**config.mk**
```make
export PLATFORM = sky130hd
export DESIGN_NAME = utf8_stream_decoder
export DESIGN_NICKNAME = d
export VERILOG_FILES = /design/src/hdl/usd_pkg.sv /design/src/hdl/usd_front.sv /design/src/hdl/usd_queue.sv /design/src/hdl/usd_back.sv /design/src/hdl/utf8_stream_decoder.sv
export SDC_FILE = /design/constraint.sdc
export NUM_CORES = 1
export LEC_CHECK = 0
export BUFFER_PORTS_ARGS = -buffer_cell sky130_fd_sc_hd__buf_2
export CAP_MARGIN = 10
export CORE_UTILIZATION = 33
export DETAILED_ROUTE_END_ITERATION = 8
export GPL_TIMING_DRIVEN = 0
export PLACE_DENSITY = 0.54
export SYNTH_ARGS = -nofsm -noshare
export SYNTH_HDL_FRONTEND = slang
export SYNTH_SLANG_ARGS = --single-unit
```
**constraint.sdc**
```tcl
create_clock -name i_clk -period 4.6 [get_ports i_clk]
set_clock_uncertainty 0.05 [all_clocks]
set_input_delay 0.69 -clock i_clk [delete_from_list [all_inputs] [get_ports i_clk]]
set_output_delay 0.69 -clock i_clk [all_outputs]
set_load 0.01 [all_outputs]
```
**src/hdl/usd_pkg.sv**
```systemverilog
// Package for the UTF-8 stream decoder: beat types, queue entry type and constants.
// Depends on nothing; every other file imports it.
package usd_pkg;

    localparam int QUEUE_DEPTH = 4;
    localparam int QUEUE_AW    = $clog2(QUEUE_DEPTH);

    localparam logic [30:0] REPL_CHAR = 31'd63;

    typedef struct packed {
        logic [7:0] data_byte;
        logic       end_of_string;
    } t_in_beat;

    typedef struct packed {
        logic [30:0] code_point;
        logic        is_replacement;
        logic        last_of_run;
    } t_out_beat;

    // One queue entry holds every result that one accepted byte caused.
    typedef struct packed {
        logic [1:0] count;
        t_out_beat  res0;
        t_out_beat  res1;
    } t_entry;

    typedef struct packed {
        logic   valid;
        t_entry entry;
    } t_q_push;

    typedef struct packed {
        logic full;
        logic empty;
    } t_q_status;

endpackage

```
**src/hdl/usd_front.sv**
```systemverilog
// Front end of the UTF-8 stream decoder: accepts bytes, keeps the decode state
// and pushes the results of each byte into the queue. Depends on usd_pkg.
module usd_front import usd_pkg::*; (
    input  logic      i_clk,
    input  logic      i_rst_n,
    input  logic      i_in_valid,
    input  t_in_beat  i_in_beat,
    output logic      o_in_stall,
    input  t_q_status i_q_status,
    output t_q_push   o_push
);

    logic [2:0]  r_pending, n_pending;
    logic [30:0] r_partial, n_partial;
    logic        r_skip,    n_skip;

    logic        accept;
    logic [7:0]  b;
    logic        cont;
    t_entry      ent;

    assign o_in_stall = i_q_status.full;
    assign accept     = i_in_valid && !i_q_status.full;
    assign b          = i_in_beat.data_byte;
    assign cont       = (b[7:6] == 2'b10);

    always_comb begin
        logic [30:0] vals [2];
        logic        reps [2];
        logic [1:0]  cnt;
        logic        do_lead;
        logic [30:0] shifted;

        vals[0]   = '0;
        vals[1]   = '0;
        reps[0]   = 1'b0;
        reps[1]   = 1'b0;
        cnt       = 2'd0;
        do_lead   = 1'b0;
        shifted   = {r_partial[24:0], b[5:0]};
        n_pending = r_pending;
        n_partial = r_partial;
        n_skip    = r_skip;

        if (r_pending != 3'd0) begin
            if (cont) begin
                n_pending = r_pending - 3'd1;
                n_partial = shifted;
                if (r_pending == 3'd1) begin
                    vals[0]   = shifted;
                    cnt       = 2'd1;
                    n_partial = '0;
                end
            end else begin
                // Broken sequence: replace it, then take this byte as a lead.
                vals[0]   = REPL_CHAR;
                reps[0]   = 1'b1;
                cnt       = 2'd1;
                n_pending = 3'd0;
                n_partial = '0;
                do_lead   = 1'b1;
            end
        end else if (cont) begin
            if (!r_skip) begin
                vals[0] = REPL_CHAR;
                reps[0] = 1'b1;
                cnt     = 2'd1;
                n_skip  = 1'b1;
            end
        end else begin
            n_skip  = 1'b0;
            do_lead = 1'b1;
        end

        if (do_lead) begin
            if (!b[7]) begin
                vals[cnt[0]] = {23'd0, b};
                reps[cnt[0]] = 1'b0;
                cnt          = cnt + 2'd1;
            end else if (!b[5]) begin
                n_partial = {26'd0, b[4:0]};
                n_pending = 3'd1;
            end else if (!b[4]) begin
                n_partial = {27'd0, b[3:0]};
                n_pending = 3'd2;
            end else if (!b[3]) begin
                n_partial = {28'd0, b[2:0]};
                n_pending = 3'd3;
            end else if (!b[2]) begin
                n_partial = {29'd0, b[1:0]};
                n_pending = 3'd4;
            end else begin
                n_partial = {30'd0, b[0]};
                n_pending = 3'd5;
            end
        end

        if (i_in_beat.end_of_string) begin
            if (n_pending != 3'd0) begin
                vals[cnt[0]] = REPL_CHAR;
                reps[cnt[0]] = 1'b1;
                cnt          = cnt + 2'd1;
            end
            n_pending = 3'd0;
            n_partial = '0;
            n_skip    = 1'b0;
        end

        ent.count               = cnt;
        ent.res0.code_point     = vals[0];
        ent.res0.is_replacement = reps[0];
        ent.res0.last_of_run    = (cnt == 2'd1);
        ent.res1.code_point     = vals[1];
        ent.res1.is_replacement = reps[1];
        ent.res1.last_of_run    = 1'b1;
    end

    assign o_push.valid = accept && (ent.count != 2'd0);
    assign o_push.entry = ent;

    always_ff @(posedge i_clk) begin
        if (!i_rst_n) begin
            r_pending <= '0;
            r_partial <= '0;
            r_skip    <= 1'b0;
        end else if (accept) begin
            r_pending <= n_pending;
            r_partial <= n_partial;
            r_skip    <= n_skip;
        end
    end

endmodule

```
**src/hdl/usd_queue.sv**
```systemverilog
// Short queue between the front and back ends of the UTF-8 stream decoder.
// Holds one entry per byte that caused results. Depends on usd_pkg.
module usd_queue import usd_pkg::*; (
    input  logic      i_clk,
    input  logic      i_rst_n,
    input  t_q_push   i_push,
    input  logic      i_pop,
    output t_entry    o_head,
    output t_q_status o_status
);

    t_entry                r_slots [QUEUE_DEPTH];
    logic [QUEUE_AW-1:0]   r_wr_ptr, r_rd_ptr;
    logic [QUEUE_AW:0]     r_count;
    logic                  do_push, do_pop;

    assign o_status.full  = (r_count == (QUEUE_AW+1)'(QUEUE_DEPTH));
    assign o_status.empty = (r_count == '0);
    assign do_push        = i_push.valid && !o_status.full;
    assign do_pop         = i_pop && !o_status.empty;
    assign o_head         = r_slots[r_rd_ptr];

    always_ff @(posedge i_clk) begin
        if (do_push) begin
            r_slots[r_wr_ptr] <= i_push.entry;
        end
    end

    always_ff @(posedge i_clk) begin
        if (!i_rst_n) begin
            r_wr_ptr <= '0;
            r_rd_ptr <= '0;
            r_count  <= '0;
        end else begin
            if (do_push) begin
                r_wr_ptr <= r_wr_ptr + 1'b1;
            end
            if (do_pop) begin
                r_rd_ptr <= r_rd_ptr + 1'b1;
            end
            case ({do_push, do_pop})
                2'b10:   r_count <= r_count + 1'b1;
                2'b01:   r_count <= r_count - 1'b1;
                default: r_count <= r_count;
            endcase
        end
    end

endmodule

```
**src/hdl/usd_back.sv**
```systemverilog
// Back end of the UTF-8 stream decoder: takes queue entries apart into single
// results and holds each in the output register. Depends on usd_pkg.
module usd_back import usd_pkg::*; (
    input  logic      i_clk,
    input  logic      i_rst_n,
    input  t_entry    i_head,
    input  t_q_status i_q_status,
    output logic      o_pop,
    output logic      o_out_valid,
    output t_out_beat o_out_beat,
    input  logic      i_out_stall
);

    logic      r_valid, n_valid;
    t_out_beat r_beat,  n_beat;
    logic      r_sel,   n_sel;
    logic      load;

    assign load = !r_valid || !i_out_stall;

    always_comb begin
        n_valid = r_valid;
        n_beat  = r_beat;
        n_sel   = r_sel;
        o_pop   = 1'b0;
        if (load) begin
            n_valid = !i_q_status.empty;
            n_beat  = r_sel ? i_head.res1 : i_head.res0;
            if (!i_q_status.empty) begin
                if (!r_sel && (i_head.count == 2'd2)) begin
                    n_sel = 1'b1;
                end else begin
                    n_sel = 1'b0;
                    o_pop = 1'b1;
                end
            end
        end
    end

    always_ff @(posedge i_clk) begin
        if (!i_rst_n) begin
            r_valid <= 1'b0;
            r_sel   <= 1'b0;
        end else begin
            r_valid <= n_valid;
            r_sel   <= n_sel;
        end
    end

    always_ff @(posedge i_clk) begin
        r_beat <= n_beat;
    end

    assign o_out_valid = r_valid;
    assign o_out_beat  = r_beat;

endmodule

```
**src/hdl/utf8_stream_decoder.sv**
```systemverilog
// Top level of the UTF-8 stream decoder: front end, result queue and back end.
// Depends on usd_pkg, usd_front, usd_queue and usd_back.

// The decoder takes one byte per beat and turns legacy UTF-8 of up to six
// bytes into 31-bit code points, one result per output beat. A byte is
// accepted in every cycle while the four-entry result queue has room; a byte
// that completes a character, is plain ASCII or is a replacement case queues
// its results, and bytes that only extend a sequence queue nothing. The
// output side delivers one result per cycle unless the receiver stalls, so a
// byte that causes two results occupies the output longer and the queue
// absorbs the difference. A result is held in a queue slot and then in the
// output register after its byte is accepted. The last result of each byte
// is flagged with last_of_run, and replacements carry code point 63.
module utf8_stream_decoder import usd_pkg::*; (
    input  logic      i_clk,
    input  logic      i_rst_n,
    input  logic      i_in_valid,
    input  t_in_beat  i_in_beat,
    output logic      o_in_stall,
    output logic      o_out_valid,
    output t_out_beat o_out_beat,
    input  logic      i_out_stall
);

    // The queue reports fullness to the front end, which stalls the input
    // on it, and emptiness to the back end, which pops one entry once all of
    // its results have been loaded into the output register.
    t_q_push   push;
    t_q_status q_status;
    t_entry    head;
    logic      pop;

    usd_front u_front (
        .i_clk      (i_clk),
        .i_rst_n    (i_rst_n),
        .i_in_valid (i_in_valid),
        .i_in_beat  (i_in_beat),
        .o_in_stall (o_in_stall),
        .i_q_status (q_status),
        .o_push     (push)
    );

    usd_queue u_queue (
        .i_clk    (i_clk),
        .i_rst_n  (i_rst_n),
        .i_push   (push),
        .i_pop    (pop),
        .o_head   (head),
        .o_status (q_status)
    );

    usd_back u_back (
        .i_clk       (i_clk),
        .i_rst_n     (i_rst_n),
        .i_head      (head),
        .i_q_status  (q_status),
        .o_pop       (pop),
        .o_out_valid (o_out_valid),
        .o_out_beat  (o_out_beat),
        .i_out_stall (i_out_stall)
    );

endmodule

```
== Word level (Yosys, flattened, before mapping) ==
Memory sizes are Yosys's and may differ from the RTL's. A register that Yosys moved wholly into a read port is not among the register bits.
Cells that the tools add are included.
W data, S select, Z words.
Word-level totals
  output and inout port bits: 35
  word-level logic and storage cells: 127
  bits of input ports: 13
  bits in registers: 77
  bits in writable memories: 268
  memories kept: 1
Memory list
  u_queue.r_slots: words 4, bits a word 67, read ports 1, clocked after Yosys merged registers in 1, write ports 1, line usd_queue.sv:12  | t_entry r_slots [QUEUE_DEPTH];
Cells by class
  equal/unequal tests: 8
  add/sub/neg operators: 7
  reduce and logical (&&, ||, !) cells: 20
  bitwise gates (word level): 9
  magnitude comparators: 4
  multiplexer cells: 67
Operators by type and width (count)
  $mux W31: 15
  $mux W62: 4
  $bwmux W62: 1
  $demux W31 S1: 2
  $and A50 B50 Y50: 1
  $not A50 Y50: 1
  $mux W33: 1
  $mux W2: 13
  $mux W3: 8
  $mux W1: 19
  $or A12 B12 Y12: 1
  $add A2 B1 Y2 const B: 4
  $logic_and A1 B1 Y1: 7
  $eq A2 B2 Y1 const B: 3
  $mux W6: 1
  $pmux W3 S2: 1
  $reduce_bool A3 Y1: 2
  $sub A3 B1 Y3 const B: 2
  $logic_not A1 Y1: 5
  $eq A2 B1 Y1 const B: 2
  $ge A2 B2 Y1 const B: 2
  $lt A2 B1 Y1 const B: 2
  $not A1 Y2: 2
  $reduce_and A2 Y1: 2
  12 further kinds: 14

== Depth between registers and ports, before layout ==
  depth after elaboration: 16
  depth in mapped cells: 20

== Cells and area by module ==
From an unflattened synthesis, not the netlist that was laid out.
Second synthesis, totals
  cell total of the unflattened synthesis: 755
  area total of the unflattened synthesis: 14029.7 um^2
By module, submodules not included
  usd_queue: instances 1, cells an instance 410, area an instance 10324.9 um^2
  usd_front: instances 1, cells an instance 265, area an instance 2072.0 um^2
  usd_back: instances 1, cells an instance 80, area an instance 1632.8 um^2

== Least setup slack after synthesis ==
No wires, ideal clock.
  path kind: input port to flip-flop
  start point: input port i_in_beat[7] (netlist name)
  end point: memory u_queue.r_slots[1][0] (netlist name), enable pin
  setup slack: 0.152 ns
  buffers on the path: 1
  setup time: 0.406 ns
  arrival: 3.992 ns
  data required time: 4.144 ns
  stages on the path: 12
  cell sequence: buf_2 -> nor2b_1 -> o21ai_0 -> and2_1 -> ha_1 -> a21oi_1 -> inv_1 -> ha_1 -> nand2b_1 -> o311ai_0 -> o31ai_2 -> and2_1
On the way
  cells in the longest elaborated chain, start to end: 14
  elaborated cells on any way between the ends: 20
  classes of those cells: add/sub: 2; eq/ne: 1; mux: 13; reduce/logical: 4
RTL lines
  from (decl): line utf8_stream_decoder.sv:18  | input t_in_beat i_in_beat,
  $eq A2 B2 Y1 *: line usd_front.sv:25  | assign cont = (b[7:6] == 2'b10);
  $mux W2 / $mux W1 (equally long branches): line usd_front.sv:63, usd_front.sv:46
  $mux W2: line usd_front.sv:45  | if (r_pending != 3'd0) begin
  $add A2 B1 Y2: line usd_front.sv:79  | cnt = cnt + 2'd1;
  $mux W2: line usd_front.sv:76  | if (!b[7]) begin
  $mux W2: line usd_front.sv:75  | if (do_lead) begin
  $add A2 B1 Y2: line usd_front.sv:102  | cnt = cnt + 2'd1;
  $mux W2: line usd_front.sv:99  | if (n_pending != 3'd0) begin
  $mux W2 *: line usd_front.sv:98  | if (i_in_beat.end_of_string) begin
  $reduce_bool A2 Y1 *: line usd_front.sv:118  | assign o_push.valid = accept && (ent.count != 2'd0);
  $logic_and A1 B1 Y1 *: line usd_front.sv:118
  $logic_and A1 B1 Y1 *: line usd_queue.sv:19  | assign do_push = i_push.valid && !o_status.full;
  $mux W1 *: line usd_queue.sv:24  | if (do_push) begin
  $mux W1 (not written as such) *: line usd_queue.sv:25  | r_slots[r_wr_ptr] <= i_push.entry;
  to (decl): line usd_queue.sv:12
Every way passes the cells marked *; elsewhere a longest branch is shown, timed or not.

== Worst setup path after layout ==
  start point: register u_front.r_pending[0]
  end point: register u_queue.r_count[2]
On the way
  cells in the longest elaborated chain, start to end: 15
  elaborated cells on any way between the ends: 24
  classes of those cells: add/sub: 3; eq/ne: 3; mux: 12; reduce/logical: 6
RTL lines
  from (decl): line usd_front.sv:13  | logic [2:0] r_pending, n_pending;
  from (signal assigned): line usd_front.sv:127  | r_pending <= n_pending;
  $eq A3 B1 Y1: line usd_front.sv:49  | if (r_pending == 3'd1) begin
  $mux W1: line usd_front.sv:49
  $mux W1: line usd_front.sv:46  | if (cont) begin
  $mux W2: line usd_front.sv:45
  $add A2 B1 Y2: line usd_front.sv:79
  $mux W2: line usd_front.sv:76
  $mux W2: line usd_front.sv:75
  $add A2 B1 Y2: line usd_front.sv:102
  $mux W2: line usd_front.sv:99
  $mux W2 *: line usd_front.sv:98
  $reduce_bool A2 Y1 *: line usd_front.sv:118
  $logic_and A1 B1 Y1 *: line usd_front.sv:118
  $logic_and A1 B1 Y1 *: line usd_queue.sv:19
  $eq A2 B1 Y1 / $eq A2 B2 Y1 (equally long branches): line usd_queue.sv:41  | case ({do_push, do_pop})
  $pmux W3 S2 / $reduce_bool A2 Y1 (equally long branches)
  to (signal assigned): line usd_queue.sv:42  | 2'b10: r_count <= r_count + 1'b1;
  to (signal assigned): line usd_queue.sv:43  | 2'b01: r_count <= r_count - 1'b1;
  to (signal assigned): line usd_queue.sv:44  | default: r_count <= r_count;
  to (decl): line usd_queue.sv:14  | logic [QUEUE_AW:0] r_count;
Marks and branches as above.
A chain may end at the register's enable or synchronous reset.

==> results list <==
- Outcome: finished, final reports clean
* Post-route clock period utilization: 93.5%
- Of the cells placed in the final design, the portion with a size suffix greater than 1 is 23.5%.
- Max-cap violations in this run came to 0.
- The clock passes through at most 3 buffers.
* RSZ-0062 raised after global routing: false
* Synthesis-to-layout area growth: 17.1%
- The critical path in this run is classified as flip-flop to flip-flop.
- The tree is rooted in a clkbuf_16.
* Worst Hold Class: flip-flop to flip-flop
- At the pin with the least slew margin, the transition time is ~1.1 ns.
- Height of the chip: around 180 um
* Number of clock sinks seen by CTS: 249
- The routed design has about 21000 um of wire.
- The count of cells in the finished layout, fillers not included, comes to approximately 1100.
- EDFF count, synth: around 210
* Detailed-route via count: between 5000 and 6000
* Remaining antenna violation count: 0
- Timing analysis after detailed placement gives a worst setup slack of -0.447 ns.
- In the final design database the tool counted 728 nets.
* Effective utilization at floorplan: roughly 34%
- Post-synthesis instance area: 10100 um^2
* Total power divided by cell area: roughly 550 nW/um^2
* Number of distinct library cells after synthesis: a little under 60
* Power consumption: between 0.006 and 0.007 W
- Row count: between 60 and 70
- Post-Synthesis Mean Instance Area: 16.2 um^2
- Count of pins on the block boundary: 48
* Combinational family with the most area after synthesis: multiplexers
- Multiplexer share of the synthesized area: between 10% and 20%
- DRC violations left: 0
- CTS built an H-tree with a depth of 1.
* Initial antenna violation count: 0
* Final hold violation count: 0
* Final number of setup-violating endpoints: 0
- The congestion estimate from routability-driven global placement came to 0.892.
* Synthesized-area fraction occupied by ao, oa, aoi and oai cells: under 10%
* Starting DRC count in detailed routing: roughly 320
- In this run the worst path has a maximum fanout of 9.
* Total nets after synthesis: ~650
* Total of flip-flops plus latches after synthesis: between 200 and 250
- Number of max-slew violations in the final report: 0
- The first TritonRoute pass finished after 4 iterations.
- The worst pin sits at a relative slew slack of ~28%.
* Clock period minus worst slack: 4.30 ns
* Slowest library cell on the worst path: dfxtp_1
- The die is about 180 um wide.
- STA puts the critical path data required time at around 5 ns.
* Yosys warnings: 0
* Static leakage power: 4.09 nW
- Post-Synth Adder-Cell Area: between 1.5 and 2%
- Wire length per cell: ~19 um
- Area share of xor/xnor cells in the synthesized design: less than 1%
- Largest stage delay on the critical path: between 0.4 and 0.5 ns
- Die Outline Area: roughly 31000 um^2
- Max frequency: 0.233 GHz
- Most frequent cells in the layout: edfxtp_1 (209), buf_2 (53), mux4_2 (42)
* Total half-perimeter wirelength after legalization and detailed placement: about 14000 um
- Leaving out fill and tap cells, the most frequent cell in the layout is edfxtp_1.
* Sequential-to-total area share from yosys stat: 70.1%
- Number of instances in the placed design: approximately 1100
- Endpoint arrival time on the critical path: approximately 4.7 ns
* Wire length of the first global-routing pass: between 30000 and 40000 um
- Once routing completed, OpenROAD measured the worst setup slack at roughly 0.30 ns.
- Congestion Overflow GR: 0
- The number of clock buffers added by TritonCTS is 26.
* Maximum number of pins on one net before global-route repair: 29
- Post-synth top flop: edfxtp_1
- GRT Util Overall: around 14%
- The worst setup path is launched from a flip-flop.
- Peak supply drop: between 0.2 and 0.3 mV
- Port buffering added 46 buffers.
- The clock reaches the later pin of the worst-skew pair after about 0.52 ns.
* Clock-pin slew of the registers on the worst-case setup and hold paths: ~0.060 ns
* Synthesized netlist cell count: slightly above 600
- Clock tree from TritonCTS: built
- Placeable Area: between 20000 and 30000 um^2
- Vias per Instance: slightly below 5
- Via count of the first global-routing pass: between 5000 and 6000
- 0 antenna diodes ended up in the layout.
* Cell chain of the critical path: inv_1 -> ha_1 -> buf_4 -> nor2_1 -> o21ai_2 -> and2_1 -> ha_1 -> a21oi_2 -> inv_1 -> ha_1 -> nand2b_1 -> o311ai_2 -> o31ai_2 -> inv_1 -> ha_1 -> inv_1 -> fa_1 -> xor2_1 -> or3_1 -> a21boi_0
* Post-Synth Simple-Gate Area: 9.48%
- CTS Hold Bufs: 0
- For this run, asynchronously set or reset flops after synthesis account for 0%.
* Capturing element type of the critical path: flip-flop
-- power by group --
part           total, W  switching, W  internal (W)
Sequential      0.00301     0.0000914       0.00292
Clock           0.00213      0.000826       0.00130
Combinational   0.00141      0.000785      0.000626
Total           0.00655       0.00170       0.00485
-- state kept, by name, summed over array words and instances (netlist names), named ones only --
signal	cells
u_queue.r_rd_ptr	2
u_front.r_partial	25
u_front.r_skip	1
u_queue.r_count	3
u_back.o_out_beat	33
u_front.r_pending	3
u_queue.r_slots	176
u_queue.r_wr_ptr	2
u_back.r_sel	1
u_back.o_out_valid	1
-- through the flow --
| stage | hold WS (ns) | utilization [%] | area [um^2] | TNS [ns] |
|---|---|---|---|---|
| final | 0.404 | 39.6 | 11800 | 0 |
| after CTS | 0.403 | 39.5 | 11800 | 0 |
| after detailed placement | 0.395 | 36.6 | 10900 | -24.40 |
| after global routing | 0.426 | 39.6 | 11800 | 0 |
| after global placement | 0.396 | 36.2 | 10800 | -239.50 |
| after floorplan | 0.377 | - | 10100 | 0 |
-- metal layers --
layer  global-route usage, %  vias to the layer above  share of wire, %
li1                        -                     2549                 -
met1                    17.7                     2793                43
met2                    24.2                      127                50
met3                    2.28                       25               4.8
met4                    3.59                        0               1.5
met5                       0                        -                 0
-- kinds of logic after synthesis --
logic type                 count (synthesis)
xor gates and xnor gates                   4
buffers and inverters                     48
muxes                                     53
adders and majority gates                 12
AOI/OAI and AO/OA                         86
and+or+nand+nor                          171
DFF                                      249
-- synthesized netlist by cell type (3+ instances only) --
library cell,count,area share [%]
edfxtp_1,209,62
dfxtp_1,40,7.9
nand3_1,24,1.2
nand2b_1,4,0.25
ha_1,11,1.4
nor2_1,8,0.30
a21o_1,13,0.97
mux4_2,42,9.4
inv_1,15,0.56
buf_2,7,0.35
nand2_1,37,1.4
o21ai_0,12,0.60
nor2b_1,33,2.0
a21oi_1,29,1.4
a32oi_1,7,0.61
o21a_1,3,0.22
nor3_1,3,0.15
clkbuf_1,20,0.74
and3_1,4,0.25
a21boi_0,5,0.37
mux2_2,10,1.1
and2_1,38,2.4
nor3b_1,3,0.22
-- worst max-delay path: cells and delay by family (launching register included) --
family	cells	cell delay, ns
flip-flops	1	0.42
adder cells (fa/ha/maj)	5	1.42
AND/OR/NAND/NOR	4	0.82
buffers and inverters	5	0.54
AO/OA/AOI/OAI	5	0.81
XOR/XNOR	1	0.16
-- path summary, 6_finish.rpt --
path / slack, ns / end / from / cells after the start
worst max-delay path: 0.30 / u_queue.r_count[2] / u_front.r_pending[0] / 20
worst min-delay path: 0.40 / u_front.r_partial[22] / u_front.r_partial[22] / 2
worst max register to register: 0.30 / u_queue.r_count[2] / u_front.r_pending[0] / 20
worst min register to register: 0.40 / u_front.r_partial[22] / u_front.r_partial[22] / 2
-- cell type report --
class                   count  area, um^2
inverters                  15        56.3
fillers                  2686       18100
flip-flops and latches    249        7080
well taps                 390         488
repair buffers             52         345
clock buffers              36         709
clock inverters            12         164
multi-input cells         326        2830
plain buffers              33         155
-- timing repair --
action	CTS	global route
setup endpoints to repair	1	115
gates resized for setup	1	4
buffers inserted	1	0
No activity file was read; power rests on OpenSTA's default activity.
